<file path="config.mk">
export PLATFORM = sky130hd
export DESIGN_NAME = connection_state_machine_flat
export DESIGN_NICKNAME = d
export VERILOG_FILES = /design/src/hw/rtl/csm_pkg.sv /design/src/hw/rtl/csm_intf.sv /design/src/hw/rtl/csm_front.sv /design/src/hw/rtl/csm_queue.sv /design/src/hw/rtl/csm_back.sv /design/src/hw/rtl/connection_state_machine.sv /design/src/flat_wrapper.sv
export SDC_FILE = /design/constraint.sdc
export NUM_CORES = 1
export LEC_CHECK = 0
export CORE_UTILIZATION = 50
export DETAILED_ROUTE_END_ITERATION = 6
export DONT_BUFFER_PORTS = 1
export HOLD_SLACK_MARGIN = 0.06
export SYNTH_ARGS = -nofsm -noshare
export SYNTH_HDL_FRONTEND = slang
export SYNTH_SLANG_ARGS = --single-unit
</file>
<file path="constraint.sdc">
create_clock -name clock -period 5.68 [get_ports clock]
set_input_delay 0.852 -clock clock [delete_from_list [all_inputs] [get_ports clock]]
set_output_delay 0.852 -clock clock [all_outputs]
set_load 0.02 [all_outputs]
</file>
<file path="src/hw/rtl/csm_pkg.sv">
package csm_pkg;

   localparam int ActionWidth    = 3;
   localparam int SeqWidth       = 32;
   localparam int WinWidth       = 16;
   localparam int CountWidth     = 32;
   localparam int StateCodeWidth = 4;
   localparam int KindWidth      = 3;
   localparam int CsrIndexWidth  = 1;
   localparam int CsrDataWidth   = 32;
   localparam logic [WinWidth-1:0] LocalWindowReset = 16'd64;

   typedef enum logic [ActionWidth-1:0] {
      ACT_LISTEN  = 3'd0,
      ACT_CONNECT = 3'd1,
      ACT_CLOSE   = 3'd2,
      ACT_RX_SYN  = 3'd3,
      ACT_RX_SYNACK = 3'd4,
      ACT_RX_ACK  = 3'd5,
      ACT_RX_FIN  = 3'd6
   } op_type;

   typedef enum logic [KindWidth-1:0] {
      KIND_NONE   = 3'd0,
      KIND_SYN    = 3'd1,
      KIND_SYNACK = 3'd2,
      KIND_ACK    = 3'd3,
      KIND_FIN    = 3'd4
   } send_kind_type;

   typedef enum logic [CsrIndexWidth-1:0] {
      CSR_START_SEQ    = 1'b0,
      CSR_LOCAL_WINDOW = 1'b1
   } csr_index_type;

   typedef enum logic [9:0] {
      ST_CLOSED     = 10'b00_0000_0001,
      ST_LISTEN     = 10'b00_0000_0010,
      ST_SYN_SENT   = 10'b00_0000_0100,
      ST_SYN_RCVD   = 10'b00_0000_1000,
      ST_ESTAB      = 10'b00_0001_0000,
      ST_FIN_SENT   = 10'b00_0010_0000,
      ST_FIN_WAIT_2 = 10'b00_0100_0000,
      ST_TIME_WAIT  = 10'b00_1000_0000,
      ST_PEER_FIN   = 10'b01_0000_0000,
      ST_FINAL_ACK  = 10'b10_0000_0000
   } conn_state_type;

   // classified event held in the queue
   typedef struct packed {
      logic                known;
      op_type              op;
      logic [SeqWidth-1:0] seq_inc;
      logic [SeqWidth-1:0] frame_ack;
      logic [WinWidth-1:0] frame_window;
   } entry_type;

   function automatic logic [StateCodeWidth-1:0] state_code(conn_state_type st);
      logic [StateCodeWidth-1:0] code;
      case (st)
         ST_CLOSED:     code = 4'd0;
         ST_LISTEN:     code = 4'd1;
         ST_SYN_SENT:   code = 4'd2;
         ST_SYN_RCVD:   code = 4'd3;
         ST_ESTAB:      code = 4'd4;
         ST_FIN_SENT:   code = 4'd5;
         ST_FIN_WAIT_2: code = 4'd6;
         ST_TIME_WAIT:  code = 4'd7;
         ST_PEER_FIN:   code = 4'd8;
         ST_FINAL_ACK:  code = 4'd9;
         default:       code = 4'd0;
      endcase
      return code;
   endfunction

   // allowed transition table
   function automatic logic may_go(conn_state_type from, conn_state_type to);
      logic [9:0] mask;
      case (from)
         ST_CLOSED:     mask = ST_LISTEN | ST_SYN_SENT;
         ST_LISTEN:     mask = ST_SYN_RCVD;
         ST_SYN_SENT:   mask = ST_ESTAB;
         ST_SYN_RCVD:   mask = ST_ESTAB;
         ST_ESTAB:      mask = ST_FIN_SENT | ST_PEER_FIN;
         ST_FIN_SENT:   mask = ST_CLOSED | ST_FIN_WAIT_2 | ST_TIME_WAIT;
         ST_FIN_WAIT_2: mask = ST_CLOSED | ST_TIME_WAIT;
         ST_TIME_WAIT:  mask = ST_CLOSED;
         ST_PEER_FIN:   mask = ST_FINAL_ACK;
         ST_FINAL_ACK:  mask = ST_CLOSED;
         default:       mask = '0;
      endcase
      return (mask & to) != '0;
   endfunction

endpackage

</file>
<file path="src/hw/rtl/csm_intf.sv">
interface csm_req_if;
   logic                              valid;
   logic                              ready;
   logic [csm_pkg::ActionWidth-1:0]   action;
   logic [csm_pkg::SeqWidth-1:0]      frame_seq;
   logic [csm_pkg::SeqWidth-1:0]      frame_ack;
   logic [csm_pkg::WinWidth-1:0]      frame_window;

   modport source (output valid, action, frame_seq, frame_ack, frame_window, input ready);
   modport sink (input valid, action, frame_seq, frame_ack, frame_window, output ready);
endinterface

interface csm_rsp_if;
   logic                                valid;
   logic                                ready;
   logic                                accepted;
   logic [csm_pkg::StateCodeWidth-1:0]  conn_state;
   logic [csm_pkg::KindWidth-1:0]       send_kind;
   logic [csm_pkg::SeqWidth-1:0]        send_seq;
   logic [csm_pkg::SeqWidth-1:0]        send_ack;
   logic [csm_pkg::WinWidth-1:0]        send_window;
   logic [csm_pkg::WinWidth-1:0]        remote_window;
   logic [csm_pkg::CountWidth-1:0]      sent_count;
   logic [csm_pkg::CountWidth-1:0]      recv_count;

   modport source (output valid, accepted, conn_state, send_kind, send_seq, send_ack,
                   send_window, remote_window, sent_count, recv_count, input ready);
   modport sink (input valid, accepted, conn_state, send_kind, send_seq, send_ack,
                 send_window, remote_window, sent_count, recv_count, output ready);
endinterface

interface csm_csr_if;
   logic                                valid;
   logic                                ready;
   logic [csm_pkg::CsrIndexWidth-1:0]   index;
   logic [csm_pkg::CsrDataWidth-1:0]    data;

   modport source (output valid, index, data, input ready);
   modport sink (input valid, index, data, output ready);
endinterface

</file>
<file path="src/hw/rtl/csm_front.sv">
module csm_front (
   csm_req_if.sink              req_ch,
   output logic                 push_valid,
   input  logic                 push_ready,
   output csm_pkg::entry_type   push_entry
);

   csm_pkg::op_type op;
   logic            known;

   always_comb begin
      op    = csm_pkg::op_type'(req_ch.action);
      known = 1'b1;
      case (op)
         csm_pkg::ACT_LISTEN,
         csm_pkg::ACT_CONNECT,
         csm_pkg::ACT_CLOSE,
         csm_pkg::ACT_RX_SYN,
         csm_pkg::ACT_RX_SYNACK,
         csm_pkg::ACT_RX_ACK,
         csm_pkg::ACT_RX_FIN: known = 1'b1;
         default:             known = 1'b0;
      endcase
   end

   assign push_valid              = req_ch.valid;
   assign req_ch.ready            = push_ready;
   assign push_entry.known        = known;
   assign push_entry.op           = op;
   assign push_entry.seq_inc      = req_ch.frame_seq + csm_pkg::SeqWidth'(1);
   assign push_entry.frame_ack    = req_ch.frame_ack;
   assign push_entry.frame_window = req_ch.frame_window;

endmodule

</file>
<file path="src/hw/rtl/csm_queue.sv">
module csm_queue #(
   parameter int DEPTH = 2
) (
   input  logic                clock,
   input  logic                reset,
   input  logic                push_valid,
   output logic                push_ready,
   input  csm_pkg::entry_type  push_entry,
   output logic                pop_valid,
   input  logic                pop_ready,
   output csm_pkg::entry_type  pop_entry
);

   localparam int PtrWidth   = (DEPTH > 1) ? $clog2(DEPTH) : 1;
   localparam int CountWidth = $clog2(DEPTH + 1);
   localparam logic [PtrWidth-1:0]   LastPtr = PtrWidth'(DEPTH - 1);
   localparam logic [CountWidth-1:0] Full    = CountWidth'(DEPTH);

   csm_pkg::entry_type    mem_ff [DEPTH];
   logic [PtrWidth-1:0]   wr_ptr_ff, wr_ptr_in;
   logic [PtrWidth-1:0]   rd_ptr_ff, rd_ptr_in;
   logic [CountWidth-1:0] count_ff, count_in;
   logic                  push, pop;

   assign push_ready = count_ff != Full;
   assign pop_valid  = count_ff != '0;
   assign push       = push_valid && push_ready;
   assign pop        = pop_valid && pop_ready;
   assign pop_entry  = mem_ff[rd_ptr_ff];

   always_comb begin
      wr_ptr_in = wr_ptr_ff;
      rd_ptr_in = rd_ptr_ff;
      count_in  = count_ff;
      if (push) begin
         wr_ptr_in = (wr_ptr_ff == LastPtr) ? '0 : wr_ptr_ff + PtrWidth'(1);
      end
      if (pop) begin
         rd_ptr_in = (rd_ptr_ff == LastPtr) ? '0 : rd_ptr_ff + PtrWidth'(1);
      end
      case ({push, pop})
         2'b10:   count_in = count_ff + CountWidth'(1);
         2'b01:   count_in = count_ff - CountWidth'(1);
         default: count_in = count_ff;
      endcase
   end

   always_ff @(posedge clock) begin
      if (reset) begin
         wr_ptr_ff <= '0;
         rd_ptr_ff <= '0;
         count_ff  <= '0;
      end else begin
         wr_ptr_ff <= wr_ptr_in;
         rd_ptr_ff <= rd_ptr_in;
         count_ff  <= count_in;
      end
   end

   always_ff @(posedge clock) begin
      if (push) begin
         mem_ff[wr_ptr_ff] <= push_entry;
      end
   end

endmodule

</file>
<file path="src/hw/rtl/csm_back.sv">
module csm_back (
   input  logic                                 clock,
   input  logic                                 reset,
   input  logic                                 pop_valid,
   output logic                                 pop_ready,
   input  csm_pkg::entry_type                   pop_entry,
   input  logic [csm_pkg::WinWidth-1:0]         local_window,
   csm_rsp_if.source                            rsp_ch
);

   csm_pkg::conn_state_type               state_ff, state_in;
   logic [csm_pkg::SeqWidth-1:0]          local_seq_ff, local_seq_in;
   logic [csm_pkg::SeqWidth-1:0]          expected_ack_ff, expected_ack_in;
   logic [csm_pkg::WinWidth-1:0]          peer_window_ff, peer_window_in;
   logic [csm_pkg::CountWidth-1:0]        frames_out_ff, frames_out_in;
   logic [csm_pkg::CountWidth-1:0]        frames_in_ff, frames_in_in;

   logic                                  rsp_valid_ff;
   logic                                  accepted_ff;
   logic [csm_pkg::StateCodeWidth-1:0]    conn_state_ff;
   csm_pkg::send_kind_type                send_kind_ff;
   logic [csm_pkg::SeqWidth-1:0]          send_seq_ff;
   logic [csm_pkg::SeqWidth-1:0]          send_ack_ff;
   logic [csm_pkg::WinWidth-1:0]          send_window_ff;

   logic                                  accepted;
   csm_pkg::send_kind_type                kind;
   logic [csm_pkg::SeqWidth-1:0]          sseq, sack;
   logic                                  ack_match;
   logic                                  pop;

   assign pop_ready = !rsp_valid_ff || rsp_ch.ready;
   assign pop       = pop_valid && pop_ready;
   assign ack_match = pop_entry.frame_ack == local_seq_ff + csm_pkg::SeqWidth'(1);

   always_comb begin
      state_in        = state_ff;
      local_seq_in    = local_seq_ff;
      expected_ack_in = expected_ack_ff;
      peer_window_in  = peer_window_ff;
      frames_out_in   = frames_out_ff;
      frames_in_in    = frames_in_ff;
      accepted        = 1'b0;
      kind            = csm_pkg::KIND_NONE;
      sseq            = '0;
      sack            = '0;
      if (pop_entry.known) begin
         case (pop_entry.op)
            csm_pkg::ACT_LISTEN: begin
               if (csm_pkg::may_go(state_ff, csm_pkg::ST_LISTEN)) begin
                  state_in = csm_pkg::ST_LISTEN;
                  accepted = 1'b1;
               end
            end
            csm_pkg::ACT_CONNECT: begin
               if (state_ff == csm_pkg::ST_CLOSED &&
                   csm_pkg::may_go(state_ff, csm_pkg::ST_SYN_SENT)) begin
                  state_in      = csm_pkg::ST_SYN_SENT;
                  kind          = csm_pkg::KIND_SYN;
                  sseq          = local_seq_ff;
                  frames_out_in = frames_out_ff + csm_pkg::CountWidth'(1);
                  accepted      = 1'b1;
               end
            end
            csm_pkg::ACT_CLOSE: begin
               accepted = 1'b1;
               if (state_ff == csm_pkg::ST_ESTAB || state_ff == csm_pkg::ST_PEER_FIN) begin
                  state_in      = (state_ff == csm_pkg::ST_ESTAB) ?
                                  csm_pkg::ST_FIN_SENT : csm_pkg::ST_FINAL_ACK;
                  kind          = csm_pkg::KIND_FIN;
                  sseq          = local_seq_ff;
                  sack          = expected_ack_ff;
                  frames_out_in = frames_out_ff + csm_pkg::CountWidth'(1);
                  local_seq_in  = local_seq_ff + csm_pkg::SeqWidth'(1);
               end else if (state_ff != csm_pkg::ST_CLOSED &&
                            state_ff != csm_pkg::ST_FINAL_ACK &&
                            csm_pkg::may_go(state_ff, csm_pkg::ST_CLOSED)) begin
                  state_in = csm_pkg::ST_CLOSED;
               end
            end
            csm_pkg::ACT_RX_SYN: begin
               if (state_ff == csm_pkg::ST_LISTEN) begin
                  state_in        = csm_pkg::ST_SYN_RCVD;
                  expected_ack_in = pop_entry.seq_inc;
                  peer_window_in  = pop_entry.frame_window;
                  kind            = csm_pkg::KIND_SYNACK;
                  sseq            = local_seq_ff;
                  sack            = pop_entry.seq_inc;
                  frames_out_in   = frames_out_ff + csm_pkg::CountWidth'(1);
                  accepted        = 1'b1;
               end
            end
            csm_pkg::ACT_RX_SYNACK: begin
               if (state_ff == csm_pkg::ST_SYN_SENT && ack_match) begin
                  state_in        = csm_pkg::ST_ESTAB;
                  expected_ack_in = pop_entry.seq_inc;
                  peer_window_in  = pop_entry.frame_window;
                  kind            = csm_pkg::KIND_ACK;
                  sseq            = local_seq_ff;
                  sack            = pop_entry.seq_inc;
                  frames_out_in   = frames_out_ff + csm_pkg::CountWidth'(1);
                  accepted        = 1'b1;
               end
            end
            csm_pkg::ACT_RX_ACK: begin
               if (state_ff == csm_pkg::ST_SYN_RCVD) begin
                  if (ack_match) begin
                     state_in       = csm_pkg::ST_ESTAB;
                     peer_window_in = pop_entry.frame_window;
                     frames_in_in   = frames_in_ff + csm_pkg::CountWidth'(1);
                     accepted       = 1'b1;
                  end
               end else if (state_ff == csm_pkg::ST_ESTAB) begin
                  expected_ack_in = pop_entry.seq_inc;
                  peer_window_in  = pop_entry.frame_window;
                  frames_in_in    = frames_in_ff + csm_pkg::CountWidth'(1);
                  accepted        = 1'b1;
               end
            end
            csm_pkg::ACT_RX_FIN: begin
               if (state_ff == csm_pkg::ST_ESTAB || state_ff == csm_pkg::ST_FIN_SENT) begin
                  state_in        = (state_ff == csm_pkg::ST_ESTAB) ?
                                    csm_pkg::ST_PEER_FIN : csm_pkg::ST_TIME_WAIT;
                  expected_ack_in = pop_entry.seq_inc;
                  kind            = csm_pkg::KIND_ACK;
                  sseq            = local_seq_ff;
                  sack            = pop_entry.seq_inc;
                  frames_out_in   = frames_out_ff + csm_pkg::CountWidth'(1);
                  frames_in_in    = frames_in_ff + csm_pkg::CountWidth'(1);
                  accepted        = 1'b1;
               end
            end
            default: begin
               accepted = 1'b0;
            end
         endcase
      end
   end

   always_ff @(posedge clock) begin
      if (reset) begin
         state_ff        <= csm_pkg::ST_CLOSED;
         local_seq_ff    <= '0;
         expected_ack_ff <= '0;
         peer_window_ff  <= '0;
         frames_out_ff   <= '0;
         frames_in_ff    <= '0;
         rsp_valid_ff    <= 1'b0;
      end else begin
         if (pop) begin
            state_ff        <= state_in;
            local_seq_ff    <= local_seq_in;
            expected_ack_ff <= expected_ack_in;
            peer_window_ff  <= peer_window_in;
            frames_out_ff   <= frames_out_in;
            frames_in_ff    <= frames_in_in;
            rsp_valid_ff    <= 1'b1;
         end else if (rsp_ch.ready) begin
            rsp_valid_ff <= 1'b0;
         end
      end
   end

   always_ff @(posedge clock) begin
      if (pop) begin
         accepted_ff    <= accepted;
         conn_state_ff  <= csm_pkg::state_code(state_in);
         send_kind_ff   <= kind;
         send_seq_ff    <= sseq;
         send_ack_ff    <= sack;
         send_window_ff <= (kind != csm_pkg::KIND_NONE) ? local_window : '0;
      end
   end

   assign rsp_ch.valid         = rsp_valid_ff;
   assign rsp_ch.accepted      = accepted_ff;
   assign rsp_ch.conn_state    = conn_state_ff;
   assign rsp_ch.send_kind     = send_kind_ff;
   assign rsp_ch.send_seq      = send_seq_ff;
   assign rsp_ch.send_ack      = send_ack_ff;
   assign rsp_ch.send_window   = send_window_ff;
   assign rsp_ch.remote_window = peer_window_ff;
   assign rsp_ch.sent_count    = frames_out_ff;
   assign rsp_ch.recv_count    = frames_in_ff;

endmodule

</file>
<file path="src/hw/rtl/connection_state_machine.sv">
// TCP-style connection endpoint with ten states. Each event word on req_ch (a local
// listen, connect or close, or a received SYN, SYN-ACK, ACK or FIN) yields exactly one
// word on rsp_ch, in order, with acceptance, the new state, the frame to send and the
// frame counters. The block takes one event per clock cycle while rsp_ch is taken every
// cycle: events are decoded into a QUEUE_DEPTH-entry queue and the connection state
// updates as each event leaves it. An event waits in the queue, and its result word is
// registered in the output register and offered from there. While rsp_ch
// stalls, the queue and the output register fill and req_ch.ready drops; it rises again
// the cycle after the first word leaves. The local window register (index 1) sets the
// window of every sent frame; writes to the initial sequence register (index 0) are
// accepted without effect; reset clears the local sequence, so it always starts at zero.
module connection_state_machine #(
   parameter int QUEUE_DEPTH = 2
) (
   input  logic       clock,
   input  logic       reset,
   csm_req_if.sink    req_ch,
   csm_rsp_if.source  rsp_ch,
   csm_csr_if.sink    csr_ch
);

   logic                             push_valid, push_ready;
   logic                             pop_valid, pop_ready;
   csm_pkg::entry_type               push_entry, pop_entry;
   logic [csm_pkg::WinWidth-1:0]     local_window_ff, local_window_in;

   assign csr_ch.ready = 1'b1;

   always_comb begin
      local_window_in = local_window_ff;
      if (csr_ch.valid && csr_ch.index == csm_pkg::CSR_LOCAL_WINDOW) begin
         local_window_in = csr_ch.data[csm_pkg::WinWidth-1:0];
      end
   end

   always_ff @(posedge clock) begin
      if (reset) begin
         local_window_ff <= csm_pkg::LocalWindowReset;
      end else begin
         local_window_ff <= local_window_in;
      end
   end

   csm_front u_front (
      .req_ch     (req_ch),
      .push_valid (push_valid),
      .push_ready (push_ready),
      .push_entry (push_entry)
   );

   csm_queue #(
      .DEPTH (QUEUE_DEPTH)
   ) u_queue (
      .clock      (clock),
      .reset      (reset),
      .push_valid (push_valid),
      .push_ready (push_ready),
      .push_entry (push_entry),
      .pop_valid  (pop_valid),
      .pop_ready  (pop_ready),
      .pop_entry  (pop_entry)
   );

   csm_back u_back (
      .clock        (clock),
      .reset        (reset),
      .pop_valid    (pop_valid),
      .pop_ready    (pop_ready),
      .pop_entry    (pop_entry),
      .local_window (local_window_ff),
      .rsp_ch       (rsp_ch)
   );

endmodule

</file>
<file path="src/flat_wrapper.sv">
// flat-port wrapper written by rule: the top's interface ports become plain ports
module connection_state_machine_flat 
#(
   parameter int QUEUE_DEPTH = 2
)
  (clock, reset, req_ch_valid, req_ch_action, req_ch_frame_seq, req_ch_frame_ack, req_ch_frame_window, req_ch_ready, rsp_ch_valid, rsp_ch_accepted, rsp_ch_conn_state, rsp_ch_send_kind, rsp_ch_send_seq, rsp_ch_send_ack, rsp_ch_send_window, rsp_ch_remote_window, rsp_ch_sent_count, rsp_ch_recv_count, rsp_ch_ready, csr_ch_valid, csr_ch_index, csr_ch_data, csr_ch_ready);
  csm_req_if req_ch_i ();
  csm_rsp_if rsp_ch_i ();
  csm_csr_if csr_ch_i ();
  input  logic clock;
  input  logic reset;
  input wire logic [$bits(req_ch_i.valid)-1:0] req_ch_valid;
  input wire logic [$bits(req_ch_i.action)-1:0] req_ch_action;
  input wire logic [$bits(req_ch_i.frame_seq)-1:0] req_ch_frame_seq;
  input wire logic [$bits(req_ch_i.frame_ack)-1:0] req_ch_frame_ack;
  input wire logic [$bits(req_ch_i.frame_window)-1:0] req_ch_frame_window;
  output wire logic [$bits(req_ch_i.ready)-1:0] req_ch_ready;
  output wire logic [$bits(rsp_ch_i.valid)-1:0] rsp_ch_valid;
  output wire logic [$bits(rsp_ch_i.accepted)-1:0] rsp_ch_accepted;
  output wire logic [$bits(rsp_ch_i.conn_state)-1:0] rsp_ch_conn_state;
  output wire logic [$bits(rsp_ch_i.send_kind)-1:0] rsp_ch_send_kind;
  output wire logic [$bits(rsp_ch_i.send_seq)-1:0] rsp_ch_send_seq;
  output wire logic [$bits(rsp_ch_i.send_ack)-1:0] rsp_ch_send_ack;
  output wire logic [$bits(rsp_ch_i.send_window)-1:0] rsp_ch_send_window;
  output wire logic [$bits(rsp_ch_i.remote_window)-1:0] rsp_ch_remote_window;
  output wire logic [$bits(rsp_ch_i.sent_count)-1:0] rsp_ch_sent_count;
  output wire logic [$bits(rsp_ch_i.recv_count)-1:0] rsp_ch_recv_count;
  input wire logic [$bits(rsp_ch_i.ready)-1:0] rsp_ch_ready;
  input wire logic [$bits(csr_ch_i.valid)-1:0] csr_ch_valid;
  input wire logic [$bits(csr_ch_i.index)-1:0] csr_ch_index;
  input wire logic [$bits(csr_ch_i.data)-1:0] csr_ch_data;
  output wire logic [$bits(csr_ch_i.ready)-1:0] csr_ch_ready;
  assign req_ch_i.valid = req_ch_valid;
  assign req_ch_i.action = req_ch_action;
  assign req_ch_i.frame_seq = req_ch_frame_seq;
  assign req_ch_i.frame_ack = req_ch_frame_ack;
  assign req_ch_i.frame_window = req_ch_frame_window;
  assign req_ch_ready = req_ch_i.ready;
  assign rsp_ch_valid = rsp_ch_i.valid;
  assign rsp_ch_accepted = rsp_ch_i.accepted;
  assign rsp_ch_conn_state = rsp_ch_i.conn_state;
  assign rsp_ch_send_kind = rsp_ch_i.send_kind;
  assign rsp_ch_send_seq = rsp_ch_i.send_seq;
  assign rsp_ch_send_ack = rsp_ch_i.send_ack;
  assign rsp_ch_send_window = rsp_ch_i.send_window;
  assign rsp_ch_remote_window = rsp_ch_i.remote_window;
  assign rsp_ch_sent_count = rsp_ch_i.sent_count;
  assign rsp_ch_recv_count = rsp_ch_i.recv_count;
  assign rsp_ch_i.ready = rsp_ch_ready;
  assign csr_ch_i.valid = csr_ch_valid;
  assign csr_ch_i.index = csr_ch_index;
  assign csr_ch_i.data = csr_ch_data;
  assign csr_ch_ready = csr_ch_i.ready;
  connection_state_machine #(.QUEUE_DEPTH(QUEUE_DEPTH)) u_core (.clock(clock), .reset(reset), .req_ch(req_ch_i), .rsp_ch(rsp_ch_i), .csr_ch(csr_ch_i));
endmodule
</file>
Word level (Yosys, flattened, before mapping)
Memories as Yosys holds them, arrays and structs flattened. A register that Yosys moved wholly into a read port is not among the register bits.
Index checks and enable logic that the tools add are counted.

storage, ports and cells
  bits in registers = 263
  input bits = 121
  memory bits (writable) = 168
  memories kept = 1
  word-level logic and storage cells = 183
  output and inout bits = 171

memory list
  memory                 words  width  rd ports  clocked after Yosys merged registers in  wr ports  line             RTL
  u_core.u_queue.mem_ff  2      84     1         1                                        1         csm_queue.sv:19  csm_pkg::entry_type mem_ff [DEPTH];

cells by class
  reduce and logical (&&, ||, !) cells = 29
  add/sub/neg operators = 8
  muxes and demuxes = 82
  equality and inequality tests = 46

operators with widths
  operator                                         number
  2-to-1 mux 32 bit                                23
  case mux 32 bit (5 select lines)                 2
  case mux 32 bit (4 select lines)                 2
  adder 32 x 1 -> 32 bit (second input constant)   4
  2-to-1 mux 10 bit                                11
  2-to-1 mux 16 bit                                5
  case mux 10 bit (7 select lines)                 1
  case mux 32 bit (2 select lines)                 1
  case mux 16 bit (3 select lines)                 1
  case mux 4 bit (9 select lines)                  1
  == test 32 bit                                   1
  case mux 3 bit (8 select lines)                  1
  2-to-1 mux 1 bit                                 21
  == test 10 bit (second input constant)           2
  == test 10 x 2 -> 1 bit (second input constant)  2
  == test 10 x 3 -> 1 bit (second input constant)  2
  == test 10 x 4 -> 1 bit (second input constant)  2
  == test 10 x 5 -> 1 bit (second input constant)  2
  == test 10 x 6 -> 1 bit (second input constant)  2
  == test 10 x 7 -> 1 bit (second input constant)  2
  == test 10 x 8 -> 1 bit (second input constant)  2
  == test 10 x 9 -> 1 bit (second input constant)  2
  == test 3 bit (second input constant)            6
  inequality test 2 bit (second input constant)    8
  other kinds (31)                                 59

Longest topological paths before layout
Gate-level depths: netlist (run 1).

  word-level depth = 13
  mapped depth = 17
  gate-level depth less buffers = 12

Cells and area by module
Synthesis (run 1) repeated with hierarchy kept, for this count alone.

unflattened totals
  cell total of the unflattened synthesis = 1744
  area, all modules = 19966.6 um^2

modules (own cells, without submodules)
  module                    cells each  area each (um^2)  instances  sequential area each (um^2)
  csm_back                  1243        11887.7           1          5745.5
  csm_queue                 285         6273.5            1          5144.9
  csm_front                 142         1063.5            1          0.0
  connection_state_machine  74          742.0             1          320.3

Worst setup path before layout (run 1)
No wires, ideal clock.

  path type = input to register
  start = input rsp_ch_ready
  end = register u_core.u_queue.count_ff[1]
  cell stages on the path = 7
  required time = 5.610 ns
  setup slack = 0.595 ns
  path buffers = 1
  library setup time = 0.070 ns
  arrival = 5.015 ns
  cell sequence = nand2b_1 o21ai_1 inv_1 clkbuf_1 ha_1 or3_1 a21oi_1

between the ends
  longest elaborated chain between the ends = 4
  elaborated cells between the ends (all ways) = 6
  those cells by class = eq/ne (2); mux (1); reduce/logical (3)

ends and longest elaborated chain
  element                                                                line                RTL
  from (decl)                                                            flat_wrapper.sv:28  input wire logic [$bits(rsp_ch_i.ready)-1:0] rsp_ch_ready;
  logical OR 1 bit (*)                                                   csm_back.sv:32      assign pop_ready = !rsp_valid_ff || rsp_ch.ready;
  logical AND 1 bit (*)                                                  -
  named net u_core.u_back.pop                                            csm_back.sv:30      logic pop;
  == test 2 x 1 -> 1 bit or == test 2 bit (tied branches)                csm_queue.sv:41     case ({push, pop})
  case mux 2 bit (2 select lines) or nonzero test 2 bit (tied branches)  -
  to (signal assigned)                                                   csm_queue.sv:56     count_ff <= count_in;
  to (decl)                                                              csm_queue.sv:22     logic [CountWidth-1:0] count_ff, count_in;

The timed path passes the listed nets; every way through them passes the cells marked *.
A chain may end at the register's enable or synchronous reset.

Worst setup path in the final report (run 1)
  start = register u_core.u_back.local_seq_ff[3] (netlist name)
  end = register u_core.u_back.frames_in_ff, in the netlist u_core.u_back.rsp_ch.recv_count[14]

between the ends
  longest elaborated chain between the ends = 4

ends and longest elaborated chain
  element                                 line             RTL
  from (decl)                             csm_back.sv:12   logic [csm_pkg::SeqWidth-1:0] local_seq_ff, local_seq_in;
  from (signal assigned)                  csm_back.sv:152  local_seq_ff <= local_seq_in;
  adder 32 x 1 -> 32 bit                  csm_back.sv:34   assign ack_match = pop_entry.frame_ack == local_seq_ff + csm_pkg::SeqWidth'(1);
  == test 32 bit                          csm_back.sv:34
  inequality test 3 bit (no source line)  -
  AND reduction 6 bit (no source line)    -
  to (signal assigned)                    csm_back.sv:156  frames_in_ff <= frames_in_in;
  to (decl)                               csm_back.sv:16   logic [csm_pkg::CountWidth-1:0] frames_in_ff, frames_in_in;

Every way passes these cells.

==> results, run 1 <==
- The flow ran to the end, and the final reports show no timing, DRC or antenna violations.
- The final period demand of the worst path is 4.779 ns.
- The initial antenna violation count was 2.
- The area inside the core boundary is 37,670 µm².
- The total routing usage reported by global routing is 22.56%.
- In this run, distinct cell masters in the synthesized netlist total 74.
- The cell sitting at the root of the clock tree is a clkbuf_16.
- Setup repair after global routing left no endpoint under its margin.
- In the final timing run, aggregate negative setup slack is 0 ns.
- The path class of the tightest hold or removal check is in2reg.
- TritonCTS built the clock tree.
- The initial core utilization is 50.80%.
- The number of endpoints with negative hold slack in the final report came to 0.
- In this run the tool buffered the top-level ports with 0 buffer cells.
- The dominant synthesized flop cell is edfxtp_1.
- The number of max-cap violations is 0.
- The net switching fraction of the power is 32.15%.
- The count of flip-flops with a built-in enable after synthesis is 256.
- The number of warnings issued by yosys is 0.
- The most area-hungry cell type in the Yosys netlist is edfxtp_1.
- Summing over every cut layer, the via total after detailed routing is 12,544.
- The period utilization is 84.14%.
- The critical path data required time is 6.20 ns.
- Across the VDD grid, the largest voltage drop is 302.1 µV.
- Setup slack closes at 0.9011 ns.
- In the post-synthesis netlist, the biggest area contributors are edfxtp_1 (40%), dfxtp_1 (18%), mux2i_1 (4.5%).
- The synthesized netlist occupies a cell area of 19,130 µm².
- The buffer depth of the longest clock path is 3.
- The critical path in this run is classified as reg2reg.
- In this run the power spent charging and discharging nets is 3.091 mW.
- The number of pins exceeding their max-slew limit in the final report came to 0.
- The max-slew headroom at the worst pin is 32.16%.
- The insertion delay of the later-clocked pin in the worst-skew pair is 0.59 ns.
- Using the TritonRoute via totals, the vias-per-cell ratio works out to 5.630.
- In the synthesized netlist, the number of instances is 1,698.
- The hold slack is 0.3321 ns.
- Dividing the detail-routed wire length by the instance count gives 19.79 µm.
- The I/O pin count is 292.
- The die height is 197.6 µm.
- In the synthesized netlist, the cells that appear most often are edfxtp_1 (256), nor2_1 (199), dfxtp_1 (176), nand2_1 (125), mux2i_1 (86).
- Setup violations remaining at the end of the flow were counted as 0.
- From synthesis to final layout, the design area changed by 10.76%.
- The post-route standard cell area excluding fillers is 21,190 µm².
- The number of setup buffers added after CTS is 0.
- The share of total power dissipated in the clock network is 32.2%.
- The post-cts gate resize count is 0.
- The fraction of registers with async set/reset is 0%.
- The number of sinks driven by the clock tree is 432.
- Routability-driven placement finished with a final weighted congestion of 0.9034.
- Of all nets on the critical path, the largest fanout is 23.
- For the pin with the worst max-slew slack, the measured transition is 1.018 ns.
- STA puts the critical path data arrival time at 5.29 ns.
- Measured along the x axis, the die boundary spans 197.6 µm.
- The share of power burned in registers is 47.6%.
- The H-tree generated during clock tree synthesis spans 2 levels.
- The HPWL reported at the end of detailed placement is 28,910 µm.
- The worst slack at placement is 0.9631 ns.
- Of the total power, combinational logic draws 20.2%.
- The flop and latch count out of synthesis is 432.
- The worst register-to-register path has a setup slack of 0.90 ns.
- Counting every net in the synthesized netlist gives 1,824.
- The endpoint kind of the worst setup timing path is a flip-flop.
- The cell-internal power is 6.524 mW.
- The detail route stage leaves a number of antenna-violating nets equal to 0.
- The number of iterations in the first detailed-routing pass is 5.
- The count of unresolved DRC violations after routing is 0.
- Entering global routing, the biggest net connects 175 pins.
- The final-stage net count is 1,804.
- The wire length after detailed routing is 44,100 µm.
- The power density over the cells is 453.6 nW/µm².
- The site row count is 71.
- The category of the worst setup path launch point is a flip-flop.
- The number of design-rule violations left by the first detailed-router iteration is 646.
- The highest clock rate is 0.2093 GHz.
- The number of global-route vias before repair came to 12,160.
- The share of the yosys chip area belonging to registers is 58.59%.
- After clock tree synthesis, the clock-pin slew on the worst setup and hold paths is 0.06 ns.
- The instance area at placement is 19,620 µm².
- For this run the aggregate overflow at the end of global routing stands at 0.
- The post-synthesis average cell area is 11.27 µm².
- The worst setup skew after layout is 0.02707 ns.
- Buffers inserted during clock tree synthesis total 46.
- The hold-fix buffer count after cts is 0.
- The die area is 39,060 µm².
- The leakage dissipation is 7.131 nW.
- edfxtp_1 is the most common cell in the netlist.
- After synthesis, the largest area contributor takes up 40.18% of total cell area.
- The proportion of layout cells with a drive suffix above 1 is 10.15%.
- The first global-routing pass estimated 68,130 µm of wire.
[power groups by stage]
stage | registers, mW | clock network [mW] | logic, mW
2_1_floorplan | 4.54 | 0 | 1.51
3_3_place_gp | 4.64 | 0 | 1.93
3_5_place_dp | 4.65 | 0 | 1.95
4_1_cts | 4.59 | 3.18 | 1.96
5_1_grt | 4.64 | 3.30 | 2.14
6_report | 4.58 | 3.10 | 1.94
[state kept, by name (all words and copies together), names as in the netlist, 2 cells and up, named ones only]
name and count:
u_core.u_back.state_ff 10, u_core.u_back.rsp_ch.conn_state 4, u_core.u_back.local_seq_ff 32, u_core.u_back.rsp_ch.send_window 16, u_core.u_back.rsp_ch.recv_count 32, u_core.u_queue.count_ff 2, u_core.local_window_ff 16, u_core.u_back.rsp_ch.send_ack 32
u_core.u_back.rsp_ch.remote_window 16, u_core.u_back.rsp_ch.sent_count 32, u_core.u_queue.mem_ff 168, u_core.u_back.rsp_ch.send_seq 32, u_core.u_back.expected_ack_ff 32, u_core.u_back.rsp_ch.send_kind 3
[path summary, 6_finish.rpt]
| path | startpoint | end | cells after the start |
|---|---|---|---|
| worst max register to register | u_core.u_back.local_seq_ff[3]$_SDFFE_PP0P_ | u_core.u_back.rsp_ch.recv_count[14]$_SDFFE_PP0P_ | 11 |
| worst min register to register | u_core.local_window_ff[2]$_SDFFE_PP0P_ | u_core.local_window_ff[2]$_SDFFE_PP0P_ | 2 |
| worst max-delay path | u_core.u_back.local_seq_ff[3]$_SDFFE_PP0P_ | u_core.u_back.rsp_ch.recv_count[14]$_SDFFE_PP0P_ | 11 |
| worst min-delay path | reset | u_core.u_back.rsp_ch.recv_count[30]$_SDFFE_PP0P_ | 1 |
[metrics by stage]
step	instances	utilization (%)	power (mW)
finish	2228	56.27	9.614
global route	2226	56.26	10.07
CTS	2226	56.26	9.728
detailed placement	2141	52.09	6.602
global placement	2141	52.09	6.573
floorplan	1698	-	6.048
[layout by cell type, fill, tap and decap left out, types with 38 or more instances in the layout]
cell type  Yosys  final
xnor2_1       63     63
mux2_2        52     52
o21ai_0       41     41
or3_1         38     38
dfxtp_1      176    175
clkbuf_16      0     46
nor2_1       199    198
nand3_1       59     59
mux2i_1       86     86
and2_1        67     67
nand4_1       40     40
xor2_1        76     76
a21oi_1       69     68
edfxtp_1     256    256
nand2_1      125    125
[routing by layer]
| metal | up-vias | track usage, % | wire length, µm |
|---|---|---|---|
| met1 | 6054 | 29.48 | 19290 |
| met5 | - | 0 | 18 |
| met3 | 59 | 7.256 | 3628 |
| met2 | 325 | 35.54 | 20330 |
| met4 | 2 | 7.092 | 832 |
| li1 | 6104 | - | - |
[layout make-up]
cell class	instances	area (µm²)
fill	3253	16470
sequential	432	11210
multi-input combinational	1156	7516
clock buffer	58	1216
tap	511	639.4
clock inverter	27	354.1
timing repair buffer	17	152.6
inverter	25	96.34
antenna	2	5.005
[cell families after synthesis]
family | after synthesis | share of synthesized area [%]
muxes | 139 | 7.618
other | 1 | 0.01960
and+or+nand+nor | 647 | 16.88
DFF | 432 | 58.59
AOI/OAI and AO/OA | 224 | 7.710
buffers and inverters | 110 | 2.374
adders and majority gates | 5 | 0.3269
xor gates and xnor gates | 140 | 6.480
[worst max-delay path, cell delays in order, from the launching register on]
cell and delay (ns):
dfxtp_1 0.48, nand4_1 0.25, or4_1 0.78, or4_4 0.61, and2_4 0.18, a32oi_4 0.20
nand3_2 0.19, or3_1 0.47, a21boi_2 0.44, o211ai_2 0.41, or4_1 0.51, a21oi_1 0.16
(Power assumes the default switching activity.)
==> inputs of run 2 (changes only) <==
Settings changed: ABC_AREA set to 1, PLACE_DENSITY set to 0.68.
Clock period 5.68 ns to 4.3 ns, I/O delays scaled along.
==> results, run 2 <==
- By count the netlist is led by nand2_1 (616), inv_1 (290), edfxtp_1 (256), nor2_1 (241), dfxtp_1 (176).
- The wire length of the first global-routing pass is 84,150 µm (+24%).
- The share of the yosys chip area belonging to registers is 53.92% (-4.7 points).
- Among all flip-flop cells after synthesis, the most frequent one is edfxtp_1.
- The power share of the combinational group is 24.1% (+3.9 points).
- The switching power summed over all nets is 5.046 mW (+63%).
- The critical path data required time is 4.75 ns (-1.45 ns).
- The number of iterations in the first detailed-routing pass came to 6 (+1).
- The arrival time reported for the critical path endpoint was 4.20 ns (-1.09 ns).
- The count of non-filler cells in the finished layout is 3,030 (+36%).
- The period utilization came to 87.17% (+3.0 points).
- The number of nets produced by synthesis came to 2,598 (+42%).
- The number of routed nets with antenna violations is 0 (unchanged).
- The category of the worst setup path launch point is a flip-flop.
- The number of max-cap violations was 0 (unchanged).
- The final period demand of the worst path is 3.748 ns (-1.031 ns).
- The final-stage net count is 2,588 (+43%).
- The post-synthesis average cell area is 8.411 µm² (-25%).
- The fraction of met2 tracks used by global routing is 41.14% (+5.6 points).
- The initial core utilization came to 50.80% (about the same).
- The largest total area in the synthesized netlist belongs to edfxtp_1.
- The leakage dissipation is 9.054 nW (+27%).
- The CTS root buffer is clkbuf_16.
- The power density over the cells is 597.0 nW/µm² (+32%).
- The x dimension of the die is 205.9 µm (+4.2%).
- The number of warnings issued by yosys is 0 (unchanged).
- The die area is 42,400 µm² (+8.6%).
- The number of global-route vias before repair is 15,336 (+26%).
- The synthesized instance count is 2,472 (+46%).
- The CTS H-tree depth is 2 (unchanged).
- The area share of the largest cell type after synthesis came to 36.97% (-3.2 points).
- The worst setup skew after layout is 0.01336 ns (-0.01370 ns).
- Yosys instantiated no cell more often than nand2_1.
- Setup repair after global routing left no endpoint under its margin.
- The wire length after detailed routing is 54,180 µm (+23%).
- The area inside the core boundary is 40,920 µm² (+8.6%).
- The endpoint identified for the worst register-to-register timing path is u_core.u_back.rsp_ch.send_seq[30]$_SDFFCE_PN0P_.
- The area growth from synthesis to layout is 10.03%.
- The worst supply voltage drop on vdd is 450.5 µV (+49%).
- The die height came to 205.9 µm (+4.2%).
- The cell count of the worst hold path was 1 (unchanged).
- The buffer depth of the longest clock path came to 3 (unchanged).
- The pin count of the biggest net entering global routing came to 108 (-38%).
- The global-route track usage on met3 came to 5.535% (-1.7 points).
- The class of the worst hold path is in2reg.
- The routed wire length per instance is 17.88 µm (-9.7%).
- The remaining global-route overflow is 0 (unchanged).
- The largest register by flop count is u_core.u_queue.mem_ff.
- The count of placed standard cells including taps is 2,946 (+38%).
- The setup fix buffers added after clock tree synthesis was 0 (unchanged).
- The cell-internal power is 8.610 mW (+32%).
- The number of buffers added by the clock tree synthesis step is 46 (unchanged).
- The max-slew headroom at the worst pin is 25.75% (-6.4 points).
- The startpoint of the worst register-to-register path is u_core.u_back.local_seq_ff[0]$_SDFFE_PP0P_.
- The number of endpoints with negative hold slack in the final report is 0 (unchanged).
- The number of cell instances on the worst register-to-register path is 18 (+7).
- In the layout the commonest cells are nand2_1 (616), inv_1 (289), edfxtp_1 (256).
- The count of flip-flops with a built-in enable after synthesis is 256 (unchanged).
- The final estimated routing congestion in global placement is 0.9554 (+5.8%).
- The proportion of layout cells with a drive suffix above 1 was 6.685% (-3.5 points).
- The post-route standard cell area excluding fillers is 22,880 µm² (+7.9%).
- The source of the critical timing path is u_core.u_back.local_seq_ff[0]$_SDFFE_PP0P_.
- The relative contribution of the clock network to total power is 29.4% (-2.8 points).
- The flop and latch count out of synthesis is 432 (unchanged).
- The insertion delay of the later-clocked pin in the worst-skew pair is 0.59 ns (about the same).
- The count of different cell masters after synthesis is 53 (-28%).
- The count of unresolved DRC violations after routing is 0 (unchanged).
- The routed via count divided by cell count is 5.430 (-3.5%).
- The total routing usage reported by global routing is 25.47% (+2.9 points).
- After synthesis, the cell types taking the most area are edfxtp_1 (37%), dfxtp_1 (17%), nand2_1 (11%).
- The antenna diode instance count is 0 (-2).
- The number of design-rule violations left by the first detailed-router iteration is 1,245 (+93%).
- The number of vias after detailed routing is 16,454 (+31%).
- The share of power burned in registers is 46.5% (-1.1 points).
- The end point of the critical path is u_core.u_back.rsp_ch.send_seq[30]$_SDFFCE_PN0P_.
- The final-report setup violation count was 0 (unchanged).
- The minimum setup slack among reg-to-reg paths is 0.55 ns (-0.35 ns).
- The clock tree from TritonCTS is done.
- The highest clock rate was 0.2668 GHz (+28%).
- The instance area at placement is 21,340 µm² (+8.8%).
- The clock edge transition at the registers on the reported setup and hold paths is 0.06 ns (about the same).
- The number of sinks driven by the clock tree came to 432 (unchanged).
- The HPWL reported at the end of detailed placement is 38,550 µm (+33%).
- The most crowded layer after global routing is met2.
- The post-cts gate resize count came to 0 (unchanged).
- The initial antenna violation count is 0 (-2).
- The count of buffers inserted at the top-level ports is 0 (unchanged).
- The routing usage on met1 is 34.34% (+4.9 points).
- The net switching fraction of the power is 36.95% (+4.8 points).
- The classification of the worst setup path is reg2reg.
- The flip-flop count of the largest register after layout is 168 (unchanged).
- The aggregate negative setup slack came to 0 ns (unchanged).
- The number of pins exceeding their max-slew limit in the final report is 0 (unchanged).
- The site row count is 74 (+4.2%).
- The I/O pin count is 292 (unchanged).
- Leaving out fill and tap cells, the most frequent cell in the layout is nand2_1.
- The endpoint kind of the worst setup timing path is a flip-flop.
- The run finished with clean final reports.
- The transition time of the tightest slew-check pin came to 1.114 ns (+0.09616 ns).
- The maximum fanout along the worst path is 32 (+39%).
- The fraction of registers with async set/reset was 0% (unchanged).
- The hold-fix buffer count after cts was 0 (unchanged).
- The cell area after synthesis is 20,790 µm² (+8.7%).
[run 2: logic make-up (layout without fill, tap and decap cells)]
logic type      after synthesis  count (layout)  share of synthesized area, %
xor+xnor                     67              67                         2.822
mux                          24              24                         1.155
simple gates               1204            1204                         25.32
fa+ha+maj                     5               5                        0.3009
buf+inv                     376             402                         7.035
flops                       432             432                         53.92
other cells                   1               1                       0.01804
compound gates              363             363                         9.430
[run 2: layer usage]
layer  wire (µm)  part of all wire, %
met1       23480                   43
met2       25190                   47
met5           0                    0
met3        4186                  7.7
met4        1312                  2.4
[run 2: area by class of cell]
| cell class | count | area [µm²] |
|---|---|---|
| fillers | 3644 | 18050 |
| multi-input cells | 1664 | 8155 |
| clock inverters | 28 | 331.6 |
| flip-flops and latches | 432 | 11210 |
| repair buffers | 22 | 190.2 |
| inverters | 296 | 1111 |
| clock buffers | 56 | 1209 |
| well taps | 532 | 665.6 |
[run 2: power by group through the flow]
stage | combinational, mW | sequential (mW) | clock, mW
floorplan | 2.40 | 6.28 | 0
global placement | 3.21 | 6.41 | 0
detailed placement | 3.27 | 6.44 | 0
CTS | 3.28 | 6.36 | 4.11
global route | 3.69 | 6.43 | 4.27
finish | 3.29 | 6.35 | 4.02
[run 2: worst min path at each step]
stage | start | slack, ns | end
3_3_place_gp | u_core.u_queue.rd_ptr_ff$_SDFFE_PP0P_ | 0.42 | flip-flop
5_1_grt | reset | 0.1 | u_core.u_back.rsp_ch.sent_count[1]$_SDFFE_PP0P_
3_5_place_dp | u_core.u_queue.rd_ptr_ff$_SDFFE_PP0P_ | 0.44 | flip-flop
4_1_cts | reset | 0.09 | u_core.u_back.rsp_ch.sent_count[16]$_SDFFE_PP0P_
2_1_floorplan | u_core.u_queue.rd_ptr_ff$_SDFFE_PP0P_ | 0.43 | flip-flop
6_report | reset | 0.12 | u_core.u_back.rsp_ch.sent_count[22]$_SDFFE_PP0P_
[run 2: per-stage QoR]
step / total power, mW / setup WS [ns] / hold slack [ns] / utilization [%]
2_1_floorplan: 8.681 / 0.9109 / 0.4257 / -
3_3_place_gp: 9.627 / 0.6432 / 0.4227 / 52.14
3_5_place_dp: 9.706 / 0.5843 / 0.4427 / 52.14
4_1_cts: 13.75 / 0.5734 / 0.08684 / 55.90
5_1_grt: 14.39 / 0.1478 / 0.09885 / 55.90
6_report: 13.66 / 0.5519 / 0.1165 / 55.90
[run 2: critical path, stage by stage (launching register included)]
cell and delay, ns:
dfxtp_1 0.44, ha_1 0.28, nand2_1 0.11, nor2_4 0.19, nand2_1 0.14, nor2_4 0.24, nand2_1 0.08, nand2_1 0.08
nand2_1 0.07, nand2_1 0.16, nor3b_1 0.21, nand2_1 0.08, nor4_1 0.51, nand4_1 0.22, nand3_1 0.16, nand3b_1 0.12
buf_4 0.29, nand3_1 0.13, inv_1 0.08
